[src/sv/ipid_pkg.sv]
// Shared types, constants and helpers for the incremental PID wheel speed block.
`default_nettype none

package ipid_pkg;

  // Register indexes on the configuration port
  localparam int CFG_IDX_W = 3;
  localparam logic [CFG_IDX_W-1:0] CFG_GAIN_P     = 3'd0;
  localparam logic [CFG_IDX_W-1:0] CFG_GAIN_I     = 3'd1;
  localparam logic [CFG_IDX_W-1:0] CFG_GAIN_D     = 3'd2;
  localparam logic [CFG_IDX_W-1:0] CFG_STEER      = 3'd3;
  localparam logic [CFG_IDX_W-1:0] CFG_DUTY_UPPER = 3'd4;
  localparam logic [CFG_IDX_W-1:0] CFG_DUTY_LOWER = 3'd5;

  localparam int CFG_DATA_W = 16;

  // Reset values of the configuration registers
  localparam logic [15:0]        GAIN_P_RESET     = 16'd17920;  // 70.0 in Q8.8
  localparam logic [15:0]        GAIN_I_RESET     = 16'd2048;   // 8.0 in Q8.8
  localparam logic [15:0]        GAIN_D_RESET     = 16'd0;
  localparam logic signed [3:0]  STEER_RESET      = 4'sd0;
  localparam logic [14:0]        DUTY_UPPER_RESET = 15'd8000;
  localparam logic signed [15:0] DUTY_LOWER_RESET = -16'sd3000;

  localparam int NUM_WHEELS = 2;

  // Configuration registers as seen by the datapath
  typedef struct packed {
    logic [15:0]        gain_p;
    logic [15:0]        gain_i;
    logic [15:0]        gain_d;
    logic signed [3:0]  steer_factor;
    logic [14:0]        duty_upper;
    logic signed [15:0] duty_lower;
  } ipid_cfg_t;

  // Request after goal scaling and error calculation
  typedef struct packed {
    logic               wheel;
    logic signed [15:0] err;
  } ipid_err_t;

  // Result of one control update
  typedef struct packed {
    logic               wheel_out;
    logic signed [15:0] duty;
    logic [15:0]        pwm_magnitude;
    logic               reverse;
  } ipid_res_t;

  // Saturate a signed value to the 16-bit signed range
  function automatic logic signed [15:0] sat16(input logic signed [21:0] v);
    logic signed [15:0] r;
    if (v > 22'sd32767) begin
      r = 16'sh7fff;
    end else if (v < -22'sd32768) begin
      r = 16'sh8000;
    end else begin
      r = v[15:0];
    end
    return r;
  endfunction

endpackage

`default_nettype wire

[src/sv/ipid_err.sv]
// Goal scaling by the steering factor and saturated speed error.
`default_nettype none

module ipid_err (
  input  wire logic                  wheel,
  input  wire logic signed [15:0]    speed_goal,
  input  wire logic signed [15:0]    encoder_count,
  input  wire logic signed [3:0]     steer_factor,
  output ipid_pkg::ipid_err_t        err_out
);
  import ipid_pkg::*;

  logic signed [4:0]  steer_ext;
  logic signed [4:0]  scale;
  logic signed [20:0] goal_prod;
  logic signed [15:0] goal_sat;
  logic signed [16:0] err_raw;

  // Left wheel takes (1 - f), right wheel (1 + f)
  assign steer_ext = {steer_factor[3], steer_factor};
  assign scale     = wheel ? (5'sd1 + steer_ext) : (5'sd1 - steer_ext);

  // Scale the goal and clip it, then form the clipped error
  assign goal_prod = 21'(speed_goal) * 21'(scale);
  assign goal_sat  = sat16(22'(goal_prod));
  assign err_raw   = 17'(goal_sat) - 17'(encoder_count);

  assign err_out.wheel = wheel;
  assign err_out.err   = sat16(22'(err_raw));

endmodule

`default_nettype wire

[config.mk]
export PLATFORM = sky130hd
export DESIGN_NAME = ipid_err
export DESIGN_NICKNAME = d
export VERILOG_FILES = /design/src/sv/ipid_pkg.sv /design/src/sv/ipid_err.sv
export SDC_FILE = /design/constraint.sdc
export NUM_CORES = 1
export LEC_CHECK = 0
export ABC_AREA = 0
export BUFFER_PORTS_ARGS = -buffer_cell sky130_fd_sc_hd__buf_2
export CORE_UTILIZATION = 40
export DETAILED_ROUTE_END_ITERATION = 6
export GPL_ROUTABILITY_DRIVEN = 0
export PLACE_DENSITY_LB_ADDON = 0.25
export SYNTH_ARGS = -nofsm -noshare
export SYNTH_HDL_FRONTEND = slang
export SYNTH_SLANG_ARGS = --single-unit
[constraint.sdc]
create_clock -name vclk -period 9.8
set_input_delay 1.47 -clock vclk [all_inputs]
set_output_delay 1.47 -clock vclk [all_outputs]
set_load 0.02 [all_outputs]
==> impl_metrics.toml, run 1 <==
[drt]
viasPerCell = 4.95
drc_errors = 0
num_vias = 4235
drt_iter0_drc = 127
wirelength_um = 11600
ant_nets = 0
dr.pass1.iters = 4
routedWlPerCell_um = 13.6

[timing]
slew_violations = 0
setup_violations = 0
setup_slack_ns = 0.0232
worstMarginPinSlew_ns = 0.339
period_needed_ns = 9.78
hold_viol = 0
fmax_mhz = 102
finalCritPeriodShare_pct = 99.8
hold-worst-slack_ns = 3.29
slew_headroom_pct = 76.8
rsz0062_at_grt = "true"

[clocking]
ctsHoldBuffers = 0

[setup_path]
cp-end-kind = "primary output"
cp_slowest_cell = "fa_1"
critPathArrivalTime_ns = 8.31
worstSetupPathType = "in -> out"
required_ns = 8.33
setup.worst_path.start_class = "primary input"
cp-endpoint = "err_out[3]"
crit_start = "steer_factor[1]"
crit_path_max_incr_delay_ns = 0.52
crit_fanout = 7

[place]
portBuffers = 54
place_hpwl_um = 8960
preCtsSetupSlack_ns = -0.350

[logic_synthesis]
syn_nets = 689
avgSynthCellArea_um2 = 7.83
yosysSeqAreaShare_pct = 0
netlist_instances = 545
syn_area_um2 = 4270
ys_types = 68
yosys_warnings = 0

[die]
core-area_um2 = 10300
start_util_pct = 41.3
fp.dieW_um = 105
pin_count = 54
floorplan.die.height_um = 105
die_area_um2 = 11100
fp-row-count = 37

[grt]
grt_start_max_net_pins = 17
grt_use_total_pct = 20.8
grt_pass1_vias = 4383
grt-ovfl-total = 0
grt_pass1_wl_um = 19400
antenna_found_initial = 0

[cells_and_area]
multi_input_area_um2 = 4330
area_growth_pct = 48.4
clkbuf_count = 0
drive_above_1_share_pct = 42.0
fill_cells = 871
final-seq-area_um2 = 0
final_nets = 865
seq_cells = 0
antenna_cells = 0

[hold_path]
hold_class = "in -> out"

[flow_run]
max_cap_viol_count = 0

[outcome]
status = "finished, final reports clean"
cell usage after synthesis (all sizes together), types with 8 or more instances:
cell | instances | area [um^2]
a21o | 9 | 67.6
a21oi | 24 | 124
and2 | 19 | 119
fa | 51 | 1020
ha | 56 | 701
inv | 114 | 428
nand2 | 14 | 52.6
nand3 | 15 | 80.1
nor2 | 32 | 123
nor2b | 53 | 332
nor3 | 9 | 56.3
o21a | 11 | 82.6
o21ai | 19 | 98.8
xnor2 | 21 | 191
xor2 | 8 | 77.6
worst min path at each step:
stage	from	to	slack [ns]	cells after the start
floorplan	wheel	err_out[16]	3.05	1
global placement	wheel	err_out[16]	3.24	2
detailed placement	wheel	err_out[16]	3.24	2
CTS	wheel	err_out[16]	3.26	2
global route	wheel	err_out[16]	3.30	2
finish	wheel	err_out[16]	3.29	2
layout by cell type, fill, tap and decap left out, drive strengths merged, types with 9 or more instances in the layout:
| master | count |
|---|---|
| nor2b | 53 |
| buf | 186 |
| nand2 | 14 |
| and2 | 19 |
| nor3 | 9 |
| nor2 | 32 |
| xnor2 | 21 |
| fa | 51 |
| a21oi | 24 |
| o21ai | 19 |
| a21o | 9 |
| inv | 114 |
| nand3 | 15 |
| ha | 56 |
| o21a | 11 |
through the flow:
| stage | area, um^2 | instances | TNS [ns] | utilization [%] |
|---|---|---|---|---|
| finish | 6330 | 855 | 0 | 61.3 |
| global route | 6330 | 855 | -3.62 | 61.3 |
| CTS | 6000 | 848 | -0.0919 | 58.1 |
| detailed placement | 5530 | 829 | -4.18 | 53.6 |
| global placement | 5530 | 829 | -1.27 | 53.6 |
| floorplan | 4350 | 545 | -0.0965 | - |
kinds of logic (layout without fill, tap and decap cells):
family	after synthesis	after routing	share of synthesized area, %
and+or+nand+nor	170	170	22.4
buffers and inverters	127	301	11.7
adders and majority gates	110	110	41.1
AOI/OAI and AO/OA	108	108	18.3
xor gates and xnor gates	29	29	6.31
muxes	1	1	0.235
area by class of cell:
cell class         count  area share [%]
multi-input cells    418            68.4
well taps            136            2.69
inverters            114            6.84
repair buffers       187            22.1
worst max-delay path: cells and delay by family:
kind                       cells  cell delay (ns)
adders and majority gates      6             2.21
AOI/OAI and AO/OA              9             1.94
and+or+nand+nor                9             1.47
buffers and inverters          7             0.78
xor gates and xnor gates       2             0.39
metal layers:
layer	routed length, um	share of wire (%)	up-vias	global-route usage (%)
met2	6410	55	64	42.4
met4	93	0.80	0	1.91
met1	4900	42	2030	24.8
met3	242	2.1	12	0.433
li1	-	-	2129	-
met5	0	0	-	0
timing repair:
action / CTS / global route
endpoints found under the setup margin: 16 / 16
pin swaps: 36 / 61
setup buffers: 15 / 6
resized for setup: 81 / 58
gates cloned: 4 / 1
Power of run 1 is left out: the tool's default activity adds up to more than one toggle a clock period on the data nets, which glitch-free logic cannot reach.
==> run 2, diff against run 1 <==
Settings changed: CORE_UTILIZATION 40 to 30, PLACE_DENSITY_LB_ADDON 0.25 to default.
==> run 2 against run 1 <==
The flow now finishes with violations (setup timing). Worst setup slack worse by 0.066 ns. Maximum frequency down 0.67%. First-iteration DRC count up 17%. Count of clock-buffer cells in the layout unchanged. Critical path depth did not move. Global-route usage down 5.6 points. Hold slack better by 0.14 ns. Sequential share of layout area stayed put. Die area increased by 33%. Final area rose by 0.69%. Critical path type unchanged.
==> impl_metrics.toml, run 2 (same netlist as run 1, synthesis figures left out) <==
[cells_and_area]
layout_common_cells = "118 x buf_4, 107 x inv_1, 51 x nor2b_1"
postLayoutCoreUtil_pct = 45.9
final-instance-count-excl-fill = 890
final_nets = 856
final-seq-area_um2 = 0
antenna_cells = 0
seq_cells = 0
final_common_cell = "buf_4"
drive_above_1_share_pct = 40.1
clkbuf_count = 0
fill_cells = 1391
area_growth_pct = 49.4
fin_area_um2 = 6380

[die]
floorplan.die.height_um = 121
fp-row-count = 43
fp.dieW_um = 121
start_util_pct = 30.7
core-area_um2 = 13900
pin_count = 54
die_area_um2 = 14700

[drt]
num_vias = 4122
dr.pass1.iters = 6
wirelength_um = 10900
drc_errors = 0
ant_nets = 0
drt_iter0_drc = 149
routedWlPerCell_um = 12.2
viasPerCell = 4.63

[timing]
slew_headroom_pct = 73.6
fmax_mhz = 102
worstMarginPinSlew_ns = 0.392
finalCritPeriodShare_pct = 100
rsz0062_at_grt = "true"
period_needed_ns = 9.84
setup_violations = 7
hold_viol = 0
slew_violations = 0
setup_slack_ns = -0.0430

[setup_path]
cp-end-kind = "primary output"
crit_path_max_incr_delay_ns = 0.54
critPathArrivalTime_ns = 8.37
worstSetupPathType = "in -> out"
critPathBufInv = 8
cp_slowest_cell = "fa_1"
crit_fanout = 12
crit_top_cell = "fa_1"
setup.worst_path.start_class = "primary input"
required_ns = 8.33
cp_top_family = "compound AO/OA/AOI/OAI gates"

[place]
place_hpwl_um = 8950
portBuffers = 54
preCtsSetupSlack_ns = -0.317
placed_area_um2 = 5610
placed_cells = 874

[grt]
antenna_found_initial = 0
grt_start_max_net_pins = 17
grt_pass1_wl_um = 19000
grt_pass1_vias = 4219
grt-ovfl-total = 0
grt_use_total_pct = 15.2

[hold_path]
hold_class = "in -> out"

[clocking]
ctsHoldBuffers = 0

[outcome]
status = "finished with violations"
violations = "setup timing"

[flow_run]
max_cap_viol_count = 0
-- run 2: changes by cell type in the layout (fill, tap and decap cells not counted), sizes merged --
cell / delta
bufbuf: +1
buf: -9
clkbuf: -1
-- run 2: layer usage --
metal  wire (um)  vias up  global-route usage, %
met3         185        6                 0.0470
met5           0        -                      0
met4          74        0                  0.772
met1        5330     1940                   20.6
met2        5300       67                   28.4
li1            -     2109                      -
-- run 2: final cells by class --
type | instances | area (um^2) | area share, %
multi-input combinational | 418 | 4350 | 68.2
timing repair buffer | 178 | 1370 | 21.5
inverter | 114 | 430 | 6.75
tap | 180 | 225 | 3.53
-- run 2: tightest hold or removal path: cells and delay by family --
| kind | cells | cell delay (ns) |
|---|---|---|
| buffers and inverters | 3 | 0.49 |
-- run 2: repair_timing --
item | in CTS | in global routing
pin swaps | 30 | 46
gates cloned | 3 | 0
setup endpoints to repair | 15 | 16
buffers inserted | 11 | 4
resized for setup | 88 | 52
-- run 2: metrics by stage --
| stage | TNS (ns) | hold slack (ns) |
|---|---|---|
| global placement | -2.36 | 3.35 |
| detailed placement | -3.04 | 3.35 |
| floorplan | -0.0965 | 3.05 |
| finish | -0.112 | 3.43 |
| CTS | -0.155 | 3.38 |
| global route | -3.71 | 3.45 |
-- run 2: path summary, 6_finish.rpt --
check,startpoint,to,depth (start not counted),slack (ns)
worst max-delay path,steer_factor[1],err_out[3],33,-0.04
worst min-delay path,wheel,err_out[16],3,3.43
Power of run 2 is left out for the same reason.
==> run 3, diff against run 2 <==
Settings changed: SETUP_SLACK_MARGIN from default to 0.02, SLEW_MARGIN from default to 10, TNS_END_PERCENT from default to 5.
==> run 3 against run 2 <==
The run still ends with setup timing left. Global-route usage grew 0.32 points. Critical endpoint is now err_out[0]. Sequential share of layout area did not move. Worst setup slack better by 0.015 ns. Maximum frequency up 0.16%. Hold slack got worse by 0.040 ns. Critical path depth rose by 3.
==> impl_metrics.toml, run 3 (same netlist as run 1, synthesis figures left out) <==
[outcome]
status = "finished with violations"
violations = "setup timing"

[die]
die_area_um2 = 14700
core-area_um2 = 13900
start_util_pct = 30.7
fp-row-count = 43
fp.dieW_um = 121
pin_count = 54
floorplan.die.height_um = 121

[setup_path]
critPathArrivalTime_ns = 8.36
required_ns = 8.33
cp_top_family = "adder cells"
crit_fanout = 8
setup.worst_path.start_class = "primary input"
crit_path_max_incr_delay_ns = 0.56
critPathBufInv = 10
cp-end-kind = "primary output"
crit_top_cell = "buf_6"
worstSetupPathType = "in -> out"
cp_slowest_cell = "fa_1"

[timing]
period_needed_ns = 9.83
finalCritPeriodShare_pct = 100
setup_slack_ns = -0.0277
rsz0062_at_grt = "true"
fmax_mhz = 102
slew_headroom_pct = 76.0
setup_violations = 11
hold_viol = 0
worstMarginPinSlew_ns = 0.359
slew_violations = 0

[grt]
grt-ovfl-total = 0
use_met3_pct = 0
busiest_layer = "met2"
use_met2_pct = 29.2
grt_pass1_wl_um = 19100
grt_pass1_vias = 4282
use_met1_pct = 21.0
antenna_found_initial = 0
grt_use_total_pct = 15.5
grt_start_max_net_pins = 17

[cells_and_area]
layout_common_cells = "137 x buf_4, 103 x inv_1, 46 x nor2b_1"
seq_cells = 0
drive_above_1_share_pct = 44.5
area_growth_pct = 53.7
postLayoutCoreUtil_pct = 47.2
clkbuf_count = 0
final_nets = 881
final-seq-area_um2 = 0
antenna_cells = 0
final_common_cell = "buf_4"

[place]
place_hpwl_um = 8530
portBuffers = 54

[drt]
routedWlPerCell_um = 12.0
viasPerCell = 4.54
drc_errors = 0
dr.pass1.iters = 4
ant_nets = 0
drt_iter0_drc = 95
num_vias = 4155
wirelength_um = 11000

[hold_path]
hold_class = "in -> out"

[clocking]
ctsHoldBuffers = 0

[flow_run]
max_cap_viol_count = 0
run 3: cell type report:
type / instances / area [um^2]
repair buffers: 203 / 1510
well taps: 180 / 225
inverters: 114 / 430
multi-input cells: 418 / 4390
fillers: 1354 / 7320
run 3: routing by layer:
metal  part of all wire (%)  up-vias  wire length [um]
met5                      0        -                 0
met4                   0.26        0                29
met3                    1.1        2               121
met2                     51       40              5570
met1                     48     1947              5290
li1                       -     2166                 -
run 3: final timing paths:
kind / from / end / slack, ns / depth (start not counted)
max: steer_factor[1] / err_out[0] / -0.03 / 36
min: encoder_count[0] / err_out[0] / 3.39 / 4
run 3: stage by stage:
stage	cell area (um^2)	setup WS (ns)	std cells	setup TNS (ns)	hold WS [ns]
detailed placement	5630	-0.377	882	-4.36	3.34
finish	6560	-0.0277	915	-0.228	3.39
floorplan	4340	-0.0757	545	-0.369	3.05
global route	6560	-0.314	915	-4.40	3.41
global placement	5630	-0.262	882	-2.82	3.35
CTS	6360	0.0215	909	0	3.38
run 3: what timing repair did:
item,4_1_cts,5_1_grt
endpoints found under the setup margin,15,16
gates cloned,3,0
pin swaps,74,53
resized for setup,115,37
setup buffers,24,6
Power of run 3 is left out for the same reason.
